$ cat src/hw/rtl/ort_pkg.sv
`default_nettype none
package ort_pkg;
    localparam int TableDepth = 16;
    localparam int SlotW = $clog2(TableDepth);
    localparam int DlW = 48;
    // entry word: netfn 6, lun 2, seq 6, opcode 8, tag 8, retries 4
    localparam int EntW = 34;
    localparam logic [1:0] CMD_ADD  = 2'd0;
    localparam logic [1:0] CMD_RESP = 2'd1;
    localparam logic [1:0] CMD_TICK = 2'd2;
    localparam logic [1:0] EV_SEND  = 2'd0;
    localparam logic [1:0] EV_FAIL  = 2'd1;
    localparam logic [1:0] EV_MATCH = 2'd2;
    localparam logic [0:0] REG_TIMEOUT = 1'd0;
    localparam logic [0:0] REG_LIMIT   = 1'd1;

    typedef struct packed {
        logic [5:0] nf;
        logic [1:0] lun;
        logic [5:0] seq;
        logic [7:0] op;
        logic [7:0] tag;
        logic [3:0] retries;
    } t_entry;

    function automatic logic [DlW-1:0] deadline_from(input logic [DlW-1:0] now,
                                                     input logic [31:0] tmo);
        logic [DlW:0] d;
        d = {1'b0, now} + {{(DlW-31){1'b0}}, tmo};
        return d[DlW] ? {DlW{1'b1}} : d[DlW-1:0];
    endfunction
endpackage
`default_nettype wire

$ cat src/hw/rtl/ort_ram.sv
`default_nettype none
module ort_ram #(
    parameter int Width = 8,
    parameter int Depth = 16
) (
    input  wire                     i_clk,
    input  wire                     i_we,
    input  wire [$clog2(Depth)-1:0] i_waddr,
    input  wire [Width-1:0]         i_wdata,
    input  wire [$clog2(Depth)-1:0] i_raddr,
    output logic [Width-1:0]        o_rdata
);
    logic [Width-1:0] r_mem [Depth];

    always_ff @(posedge i_clk) begin
        if (i_we) begin
            r_mem[i_waddr] <= i_wdata;
        end
        o_rdata <= r_mem[i_raddr];
    end
endmodule
`default_nettype wire

$ cat src/hw/rtl/outstanding_request_tracker.sv
`default_nettype none
// Add: the input stalls while the result word goes via S_DRAIN to the output
// register. Response and tick walk valid entries in deadline order, each step a
// scan of all deadlines (S_WTDL), entry read (S_RDENT) and action (S_ACT), with
// S_EMIT when a tick word queues behind another; the input stalls until the walk
// ends, and output stalls lengthen it. Synchronous active-low reset clears valid
// bits, sequence and control, sets 250000 us and 6 retries; memory is not cleared.
module outstanding_request_tracker import ort_pkg::*; (
    input  wire         i_clk,
    input  wire         i_rst_n,
    input  wire         i_valid,
    output logic        o_stall,
    input  wire  [1:0]  i_command,
    input  wire  [5:0]  i_net_function,
    input  wire  [1:0]  i_responder_lun,
    input  wire  [1:0]  i_requester_lun,
    input  wire  [5:0]  i_sequence_req,
    input  wire  [7:0]  i_opcode,
    input  wire  [7:0]  i_client_tag,
    input  wire  [47:0] i_now_us,
    output logic        o_valid,
    input  wire         i_stall,
    output logic [1:0]  o_event_res,
    output logic [5:0]  o_out_net_function,
    output logic [1:0]  o_out_lun,
    output logic [5:0]  o_out_sequence,
    output logic [7:0]  o_out_opcode,
    output logic [7:0]  o_out_tag,
    output logic        o_last,
    input  wire         i_cfg_we,
    input  wire  [0:0]  i_cfg_index,
    input  wire  [31:0] i_cfg_data
);
    typedef enum logic [6:0] {
        S_IDLE  = 7'b0000001,
        S_FIND  = 7'b0000010,
        S_WTDL  = 7'b0000100,
        S_RDENT = 7'b0001000,
        S_ACT   = 7'b0010000,
        S_EMIT  = 7'b0100000,
        S_DRAIN = 7'b1000000
    } t_state;

    t_state r_state, n_state;
    logic [31:0] r_tmo;
    logic [3:0]  r_lim;
    logic [TableDepth-1:0] r_valid, n_valid;
    logic [TableDepth-1:0] r_done, n_done;   // visited by this walk, or invalid when it began
    logic [5:0]  r_seq, n_seq;
    logic [1:0]  r_cmd;
    logic [5:0]  r_nf;
    logic [1:0]  r_rsl, r_rql;
    logic [5:0]  r_sq;
    logic [7:0]  r_op;
    logic [47:0] r_now;
    logic [SlotW-1:0] r_ptr, n_ptr;         // scan pointer
    logic [SlotW-1:0] r_best, n_best;
    logic [47:0] r_bdl, n_bdl;
    logic        r_bok, n_bok;
    // hold stage: a word whose last flag is not yet known
    logic        r_hv, n_hv;
    logic [1:0]  r_hev, n_hev;
    t_entry      r_hent, n_hent;
    // word waiting behind the hold stage
    logic [1:0]  r_wev, n_wev;
    t_entry      r_went, n_went;
    // output register
    logic        r_ov, n_ov;
    logic [1:0]  r_oev, n_oev;
    t_entry      r_oent, n_oent;
    logic        r_olast, n_olast;

    logic        dl_we, en_we;
    logic [SlotW-1:0] dl_wa, en_wa, dl_ra, en_ra;
    logic [47:0] dl_wd, dl_rd;
    t_entry      en_wd, en_rd;
    logic [EntW-1:0] en_rd_raw;
    logic [SlotW-1:0] free_slot;
    logic        any_free, out_free, matched;

    ort_ram #(.Width(DlW), .Depth(TableDepth)) u_dl (
        .i_clk(i_clk), .i_we(dl_we), .i_waddr(dl_wa), .i_wdata(dl_wd),
        .i_raddr(dl_ra), .o_rdata(dl_rd));
    ort_ram #(.Width(EntW), .Depth(TableDepth)) u_ent (
        .i_clk(i_clk), .i_we(en_we), .i_waddr(en_wa), .i_wdata(en_wd),
        .i_raddr(en_ra), .o_rdata(en_rd_raw));
    assign en_rd = t_entry'(en_rd_raw);

    always_comb begin
        free_slot = '0;
        any_free = 1'b0;
        for (int i = TableDepth - 1; i >= 0; i--) begin
            if (!r_valid[i]) begin
                free_slot = SlotW'(i);
                any_free = 1'b1;
            end
        end
    end

    assign out_free = !r_ov || !i_stall;
    assign o_stall = (r_state != S_IDLE);
    assign matched = ((en_rd.nf | 6'd1) == r_nf) && en_rd.lun == r_rql &&
                     en_rd.lun == r_rsl && en_rd.seq == r_sq && en_rd.op == r_op;

    always_comb begin
        n_state = r_state;
        n_valid = r_valid;
        n_done = r_done;
        n_seq = r_seq;
        n_ptr = r_ptr;
        n_best = r_best;
        n_bdl = r_bdl;
        n_bok = r_bok;
        n_hv = r_hv;
        n_hev = r_hev;
        n_hent = r_hent;
        n_wev = r_wev;
        n_went = r_went;
        n_ov = r_ov && i_stall;
        n_oev = r_oev;
        n_oent = r_oent;
        n_olast = r_olast;
        dl_we = 1'b0;
        en_we = 1'b0;
        dl_wa = free_slot;
        en_wa = free_slot;
        dl_wd = deadline_from(i_now_us, r_tmo);
        en_wd = '{nf: i_net_function, lun: i_responder_lun, seq: r_seq,
                  op: i_opcode, tag: i_client_tag, retries: r_lim};
        dl_ra = r_ptr;
        en_ra = r_best;
        case (r_state)
            S_IDLE: begin
                if (i_valid) begin
                    if (i_command == CMD_ADD) begin
                        n_hv = 1'b1;
                        n_hev = any_free ? EV_SEND : EV_FAIL;
                        n_hent = en_wd;
                        n_state = S_DRAIN;
                        if (any_free) begin
                            dl_we = 1'b1;
                            en_we = 1'b1;
                            n_valid[free_slot] = 1'b1;
                            n_seq = r_seq + 6'd1;
                        end
                    end else if (i_command inside {CMD_RESP, CMD_TICK}) begin
                        n_done = ~r_valid;
                        n_state = S_FIND;
                    end
                end
            end
            S_FIND: begin
                n_ptr = '0;
                n_bok = 1'b0;
                dl_ra = '0;
                if (&r_done) begin
                    n_state = r_hv ? S_DRAIN : S_IDLE;
                end else begin
                    n_state = S_WTDL;
                end
            end
            S_WTDL: begin
                // min search over unvisited valid slots, one per cycle
                if (!r_done[r_ptr] && (!r_bok || dl_rd < r_bdl)) begin
                    n_best = r_ptr;
                    n_bdl = dl_rd;
                    n_bok = 1'b1;
                end
                if (r_ptr == SlotW'(TableDepth - 1)) begin
                    n_state = S_RDENT;
                end else begin
                    n_ptr = r_ptr + 1'b1;
                    dl_ra = n_ptr;
                end
            end
            S_RDENT: begin
                n_state = S_ACT;
            end
            S_ACT: begin
                n_done[r_best] = 1'b1;
                n_state = S_FIND;
                if (r_cmd == CMD_RESP) begin
                    if (matched) begin
                        n_valid[r_best] = 1'b0;
                        n_hv = 1'b1;
                        n_hev = EV_MATCH;
                        n_hent = en_rd;
                        n_state = S_DRAIN;
                    end
                end else if (en_rd.retries == 4'd0 || r_bdl <= r_now) begin
                    if (en_rd.retries == 4'd0) begin
                        n_wev = EV_FAIL;
                        n_valid[r_best] = 1'b0;
                    end else begin
                        n_wev = EV_SEND;
                        en_we = 1'b1;
                        en_wa = r_best;
                        en_wd = en_rd;
                        en_wd.retries = en_rd.retries - 4'd1;
                        dl_we = 1'b1;
                        dl_wa = r_best;
                        dl_wd = deadline_from(r_now, r_tmo);
                    end
                    n_went = en_rd;
                    if (r_hv) begin
                        n_state = S_EMIT;
                    end else begin
                        n_hv = 1'b1;
                        n_hev = n_wev;
                        n_hent = en_rd;
                    end
                end else begin
                    // walk stops here; the held word is the last one
                    n_state = r_hv ? S_DRAIN : S_IDLE;
                end
            end
            S_EMIT: begin
                // a later word exists, so the held word is not last
                if (out_free) begin
                    n_ov = 1'b1;
                    n_oev = r_hev;
                    n_oent = r_hent;
                    n_olast = 1'b0;
                    n_hev = r_wev;
                    n_hent = r_went;
                    n_state = S_FIND;
                end
            end
            S_DRAIN: begin
                if (out_free) begin
                    n_ov = 1'b1;
                    n_oev = r_hev;
                    n_oent = r_hent;
                    n_olast = 1'b1;
                    n_hv = 1'b0;
                    n_state = S_IDLE;
                end
            end
            default: n_state = S_IDLE;
        endcase
    end

    always_ff @(posedge i_clk) begin
        if (!i_rst_n) begin
            r_state <= S_IDLE;
            r_valid <= '0;
            r_seq <= '0;
            r_tmo <= 32'd250000;
            r_lim <= 4'd6;
            r_ov <= 1'b0;
            r_hv <= 1'b0;
        end else begin
            r_state <= n_state;
            r_valid <= n_valid;
            r_seq <= n_seq;
            r_ov <= n_ov;
            r_hv <= n_hv;
            if (i_cfg_we && i_cfg_index == REG_TIMEOUT) begin
                r_tmo <= i_cfg_data;
            end
            if (i_cfg_we && i_cfg_index == REG_LIMIT) begin
                r_lim <= i_cfg_data[3:0];
            end
        end
        if (r_state == S_IDLE) begin
            r_cmd <= i_command;
            r_nf <= i_net_function;
            r_rsl <= i_responder_lun;
            r_rql <= i_requester_lun;
            r_sq <= i_sequence_req;
            r_op <= i_opcode;
            r_now <= i_now_us;
        end
        r_done <= n_done;
        r_ptr <= n_ptr;
        r_best <= n_best;
        r_bdl <= n_bdl;
        r_bok <= n_bok;
        r_hev <= n_hev;
        r_hent <= n_hent;
        r_wev <= n_wev;
        r_went <= n_went;
        r_oev <= n_oev;
        r_oent <= n_oent;
        r_olast <= n_olast;
    end

    assign o_valid = r_ov;
    assign o_event_res = r_oev;
    assign o_out_net_function = r_oent.nf;
    assign o_out_lun = r_oent.lun;
    assign o_out_sequence = r_oent.seq;
    assign o_out_opcode = r_oent.op;
    assign o_out_tag = r_oent.tag;
    assign o_last = r_olast;
endmodule
`default_nettype wire

$ cat config.mk
export PLATFORM = sky130hd
export DESIGN_NAME = outstanding_request_tracker
export DESIGN_NICKNAME = d
export VERILOG_FILES = /design/src/hw/rtl/ort_pkg.sv /design/src/hw/rtl/ort_ram.sv /design/src/hw/rtl/outstanding_request_tracker.sv
export SDC_FILE = /design/constraint.sdc
export NUM_CORES = 2
export LEC_CHECK = 0
export CORE_UTILIZATION = 41
export CTS_BUF_LIST = sky130_fd_sc_hd__clkbuf_2 sky130_fd_sc_hd__clkbuf_4 sky130_fd_sc_hd__clkbuf_8
export DETAILED_ROUTE_END_ITERATION = 8
export DONT_BUFFER_PORTS = 1
export PLACE_DENSITY = 0.65
export SLEW_MARGIN = 0
export SYNTH_ARGS = -nofsm -noshare
export SYNTH_HDL_FRONTEND = slang
export SYNTH_HIERARCHICAL = 1
export SYNTH_SLANG_ARGS = --single-unit
$ cat constraint.sdc
create_clock -name i_clk -period 9.1 [get_ports i_clk]
set_input_delay 1.82 -clock i_clk [delete_from_list [all_inputs] [get_ports i_clk]]
set_output_delay 1.82 -clock i_clk [all_outputs]
set_load 0.05 [all_outputs]
== Word level (Yosys, flattened, before mapping) ==
Memories as Yosys holds them, arrays and structs flattened. A register that Yosys moved wholly into a read port is not among the register bits.
Index checks and enable logic that the tools add are counted.
W data, S select, Z words.

* Add/subtract/negate cells: 5
* $mul: 0
* Divide/modulo/power cells: 0
* Order comparisons: 7
* Equal/unequal tests: 31
* Shift operators: 0
* Muxes and demuxes: 119
* Bitwise gates (word level): 7
* Reduce and logical (&&, ||, !) cells: 38

{| class="wikitable"
|+ Operator list
! kind !! count
|-
| $mux W34 || 11
|-
| $mux W48 || 6
|-
| $mux W16 || 10
|-
| $pmux W34 S3 || 1
|-
| $add A48 B32 Y49 || 2
|-
| $mux W4 || 21
|-
| $mux W7 || 11
|-
| $pmux W16 S2 || 2
|-
| $pmux W7 S7 || 1
|-
| $le A48 B48 Y1 || 1
|-
| $lt A48 B48 Y1 || 1
|-
| $mux W1 || 39
|-
| $not A16 Y16 || 2
|-
| $or A16 B16 Y16 || 2
|-
| $ne A2 B2 Y1 const B || 9
|-
| $and A16 B16 Y16 || 1
|-
| $reduce_and A16 Y1 || 1
|-
| $lt A4 B5 Y1 const B || 3
|-
| $ne A3 B3 Y1 const B || 5
|-
| $mux W2 || 7
|-
| $reduce_and A7 Y1 || 2
|-
| $eq A6 B6 Y1 || 2
|-
| $logic_and A1 B1 Y1 || 10
|-
| $demux W1 S4 || 2
|-
| 36 further kinds || 55
|}

* Register bits after elaboration: 315
* Bits in latches: 0
* Bits in writable memories: 1312
* ROM bits: 0
* Bits of input ports: 120
* Output and inout bits: 35
* Word-level logic and storage cells: 248
* Memories: 2

{| class="wikitable"
|+ Memory list
! name !! depth !! bits a word !! read ports !! clocked after Yosys merged registers in !! wr ports !! line !! RTL
|-
| u_dl.r_mem || 16 || 48 || 1 || 1 || 1 || ort_ram.sv:13 || <nowiki>logic [Width-1:0] r_mem [Depth];</nowiki>
|-
| u_ent.r_mem || 16 || 34 || 1 || 1 || 1 || ort_ram.sv:13 ||
|}

== Depth between registers and ports, before layout ==
* Depth after elaboration: 25
* Depth in mapped cells: 15

== By module ==
The synthesis kept the hierarchy.

{| class="wikitable"
|+ By module, submodules not included
! module !! instances !! cells each !! area an instance (µm²) !! sequential area each (µm²)
|-
| ort_ram (u_dl) || 1 || 1242 || 29691.0 || 24023.0
|-
| ort_ram (u_ent) || 1 || 888 || 21076.5 || 17016.3
|-
| outstanding_request_tracker || 1 || 1885 || 19173.4 || 8598.2
|}

== Least setup slack after synthesis ==
Ideal clock, no wire load.

* Path kind: in2reg
* Start: input i_command[0]
* End: register r_hent[10] (netlist bit), enable pin
* Data arrival time: 7.442 ns
* Required time: 8.505 ns
* Slack: 1.064 ns
* Stages on the path: 6
* Path buffers: 0
* Cell sequence: inv_1 ha_1 nand2_1 nand2_1 o21ai_0 a2111oi_0

* Cells in the longest elaborated chain, start to end: 3

{| class="wikitable"
|+ Ends and longest elaborated chain
! element !! line !! RTL
|-
| from (decl) || outstanding_request_tracker.sv:13 || <nowiki>input wire [1:0] i_command,</nowiki>
|-
| $logic_not A2 Y1 || outstanding_request_tracker.sv:135 || <nowiki>if (i_command == CMD_ADD) begin</nowiki>
|-
| $ne A2 B2 Y1 (no line) || -- ||
|-
| $reduce_and A7 Y1 (no line) || -- ||
|-
| to (signal assigned) || outstanding_request_tracker.sv:280 || <nowiki>r_hent <= n_hent;</nowiki>
|-
| to (decl) || outstanding_request_tracker.sv:63 || <nowiki>t_entry r_hent, n_hent;</nowiki>
|}

No other way between the ends.
A chain may end at the register's enable or synchronous reset.

== Worst setup path in the final report ==
* Start: register r_bdl[30]
* End: memory u_dl/r_mem[3][32] (netlist bit), enable pin

* Elaborated cells between the ends (all ways): 10
* Classes of those cells: order compare (1); mux (8); reduce/logical (1)

{| class="wikitable"
|+ RTL lines
! element !! line !! RTL
|-
| from (decl) || outstanding_request_tracker.sv:58 || <nowiki>logic [47:0] r_bdl, n_bdl;</nowiki>
|-
| from (signal assigned) || outstanding_request_tracker.sv:277 || <nowiki>r_bdl <= n_bdl;</nowiki>
|-
| $le A48 B48 Y1 || outstanding_request_tracker.sv:190 || <nowiki>end else if (en_rd.retries == 4'd0 || r_bdl <= r_now) begin</nowiki>
|-
| $logic_or A1 B1 Y1 || outstanding_request_tracker.sv:190 ||
|-
| $mux W4 || outstanding_request_tracker.sv:190 ||
|-
| $mux W4 || outstanding_request_tracker.sv:182 || <nowiki>if (r_cmd == CMD_RESP) begin</nowiki>
|-
| $mux W4 || outstanding_request_tracker.sv:132 || <nowiki>case (r_state)</nowiki>
|-
| via dl_wa[2] || outstanding_request_tracker.sv:74 || <nowiki>logic [SlotW-1:0] dl_wa, en_wa, dl_ra, en_ra;</nowiki>
|-
| to (decl) || ort_ram.sv:13 ||
|}

The timed path passes the listed nets, and every way through them passes these cells.

==> reports/qor.yml <==
status:
  status: "complete, no violations"
power:
  p_sw_mw: 4.57
  clockPowerShare_pct: 37.5
  switching_share_pct: 25.1
  p_leak_nw: 26.4
  power_frac_comb_pct: 11.8
  ir_worst_vdd_v: 0.000146
  p_per_area_nw_per_um2: 232
  p_int_mw: 13.6
  finalPower_mw: 18.2
  power_frac_seq_pct: 50.6
setup_path:
  critPathKind: "reg2reg"
  critPathCaptureType: "flop"
  cp.arrival_ns: 6.59
  worst_ep_required_time_ns: 9.70
  crit_fanout: 34
  cp-start-kind: "flop"
  r2r-start: "r_bdl[30]"
  startpoint: "r_bdl[30]"
placement:
  pre_cts_ws_ns: 2.96
  gp_congestion: 0.867
  dpl.hpwl_um: 103000
  io_buffers: 0
cts:
  cts_sinks: 1704
  postCtsSetupRepairBufs: 0
  clkTransAtPathRegs_ns: 0.06
  root_buffer: "clkbuf_8"
  cts_resized: 0
  cts_max_level: 5
  hold_buffers: 0
  numCtsBuffers: 293
  cts_buffer_depth: 4
  cts_tree: "built"
  clock_latency_ns: 1.01
synthesis:
  yosysTopAreaCell: "edfxtp_1"
  avgSynthCellArea_um2: 17.4
  synth_fp_nets: 4301
  yosys.area.top_type_share_pct: 66.6
  synth_cell_types: 91
  synth_common_cells: "1551 x edfxtp_1, 333 x mux4_2, 323 x nand2_1"
  ys_seq_area_share_pct: 71.0
  synth.most_common_cell: "edfxtp_1"
  synth_edf_count: 1551
  synthCells: 4015
  synth.area.top_cells: "edfxtp_1 67%, mux4_2 11%, dfxtp_1 4.4%, ha_1 2.9%, a22oi_1 2.2%"
  ys_warn_count: 6
  ys_ff_latch: 1704
  synthFlopType: "edfxtp_1"
  synth_area_um2: 69900
  synth-async-reset-ratio_pct: 0
drt:
  routed_via_density: 5.78
  wl_per_cell_um: 26.6
  vias: 38600
  route.detailed.drc: 0
  detail_route.iter0.violations: 3994
  drt_pass1_iterations: 5
  wl_um: 178000
  drtAntennaViolNets: 0
timing:
  hold_ws_ns: 0.408
  clock_skew_ns: 0.106
  tightest_slew_ns: 1.21
  post-route-period-util_pct: 65.8
  slew_headroom_pct: 18.4
  grt_setup_unrepaired: "false"
  fmax_mhz: 167
  final-hold-violation-count: 0
  setup_viol_count_final: 0
  setup_tns_ns: 0
  drv_slew: 0
  fin_crit_ns: 5.99
  worst_slack_ns: 3.11
grt:
  grt_remaining_overflow: 0
  antenna_found_initial: 11
  grt_max_degree: 147
  gr-usage-all-layers_pct: 20.4
  grt_pass1_vias: 38700
  grt_pass1_wl_um: 258000
floorplan:
  core_um2: 169000
  die_h_um: 415
  dieWidth_um: 415
  start_util_pct: 41.3
  row_count: 151
  ios: 155
  die-area_um2: 172000
hold_path:
  hp-class: "reg2reg"
  min_from: "r_hent[11]"
final_layout:
  area_delta_synth_final_pct: 12.4
  multiInputGateArea_um2: 19400
  regArea_um2: 49600
  final_nets: 4508
  drive_above_1_share_pct: 22.9
  n_fill_cell: 14200
run:
  maxCapViolations: 0
-- registers in the layout, indices dropped and copies added (netlist names), 6 cells and up --
name,flops
r_hent,30
o_out_opcode,8
r_bdl,48
r_state,7
r_op,8
o_out_net_function,6
u_dl/o_rdata,48
r_done,16
r_nf,6
u_ent/o_rdata,34
o_out_tag,8
o_out_sequence,6
u_dl/r_mem,768
r_went,30
r_sq,6
r_valid,16
r_seq,6
r_now,48
u_ent/r_mem,544
r_tmo,32
-- layout by cell type (no fill, tap or decap), drive strengths merged, types with 20 or more instances in the layout --
cell type / count
edfxtp: 1551
clkbuf: 411
mux4: 333
nand2: 324
a22oi: 235
a21oi: 182
ha: 164
dfxtp: 153
inv: 133
nor2: 105
o21ai: 79
clkinv: 78
buf: 76
xnor2: 67
xor2: 48
a21o: 47
nand3: 47
nand4: 35
mux2: 35
nor3: 32
a211oi: 24
and3: 23
diode: 22
nand2b: 21
nor4: 20
-- routing by layer --
layer  wire length (µm)  GRT usage, %
met5                  0             0
met4               6050          8.37
met3              12400          3.75
met2              85400          32.4
met1              73900          27.6
-- logic make-up (layout without fill, tap and decap cells) --
kind of cell | after synthesis | in the layout | share of synthesized area, %
AOI/OAI and AO/OA | 681 | 681 | 6.84
xor gates and xnor gates | 115 | 115 | 1.44
adders and majority gates | 166 | 166 | 2.99
buffers and inverters | 295 | 711 | 1.85
DFF | 1704 | 1704 | 71.0
muxes | 371 | 371 | 11.3
other | 0 | 22 | 0
and+or+nand+nor | 683 | 683 | 4.58
-- through the flow --
step           instances  instance area [µm²]  util [%]
2_1_floorplan       4015                69900         -
3_3_place_gp        6145                72900      43.0
3_5_place_dp        6145                72900      43.0
4_1_cts             6649                78600      46.4
5_1_grt             6668                78600      46.4
6_report            6671                78600      46.4
-- critical path, cell delays in order (launching register included) --
cell and delay, ns:
edfxtp_1 0.40, ha_1 0.34, and4_1 0.23, nand2_1 0.09
or4_4 0.62, o211ai_2 0.40, nand2_2 0.13, nand2b_2 0.24
buf_4 0.60, mux2_2 0.47, or3b_2 0.60, nor2_4 0.84
buf_4 0.61
-- cell type report --
class                           instances  share of cell area [%]
Sequential cell                      1704                    63.1
Multi-Input combinational cell       2016                    24.6
Clock buffer                          411                    6.46
Tap cell                             2218                    3.53
Clock inverter                         93                   0.794
Timing Repair Buffer                   76                   0.773
Inverter                              131                   0.628
Antenna cell                           22                  0.0700
-- path summary, 6_finish.rpt --
path / endpoint / slack (ns) / cells past startpoint
setup / recovery: u_dl/r_mem[3][32] / 3.11 / 12
hold / removal: o_out_tag[7] / 0.41 / 0
setup reg to reg: u_dl/r_mem[3][32] / 3.11 / 12
hold reg to reg: o_out_tag[7] / 0.41 / 0
-- power by group through the flow --
| stage | Sequential [mW] | Combinational, mW | Clock [mW] |
|---|---|---|---|
| floorplan | 9.28 | 1.57 | 0 |
| global placement | 9.38 | 2.13 | 0 |
| detailed placement | 9.39 | 2.15 | 0 |
| CTS | 9.22 | 2.16 | 6.97 |
| global route | 9.24 | 2.36 | 7.28 |
| finish | 9.22 | 2.16 | 6.83 |
(Power assumes the default switching activity.)
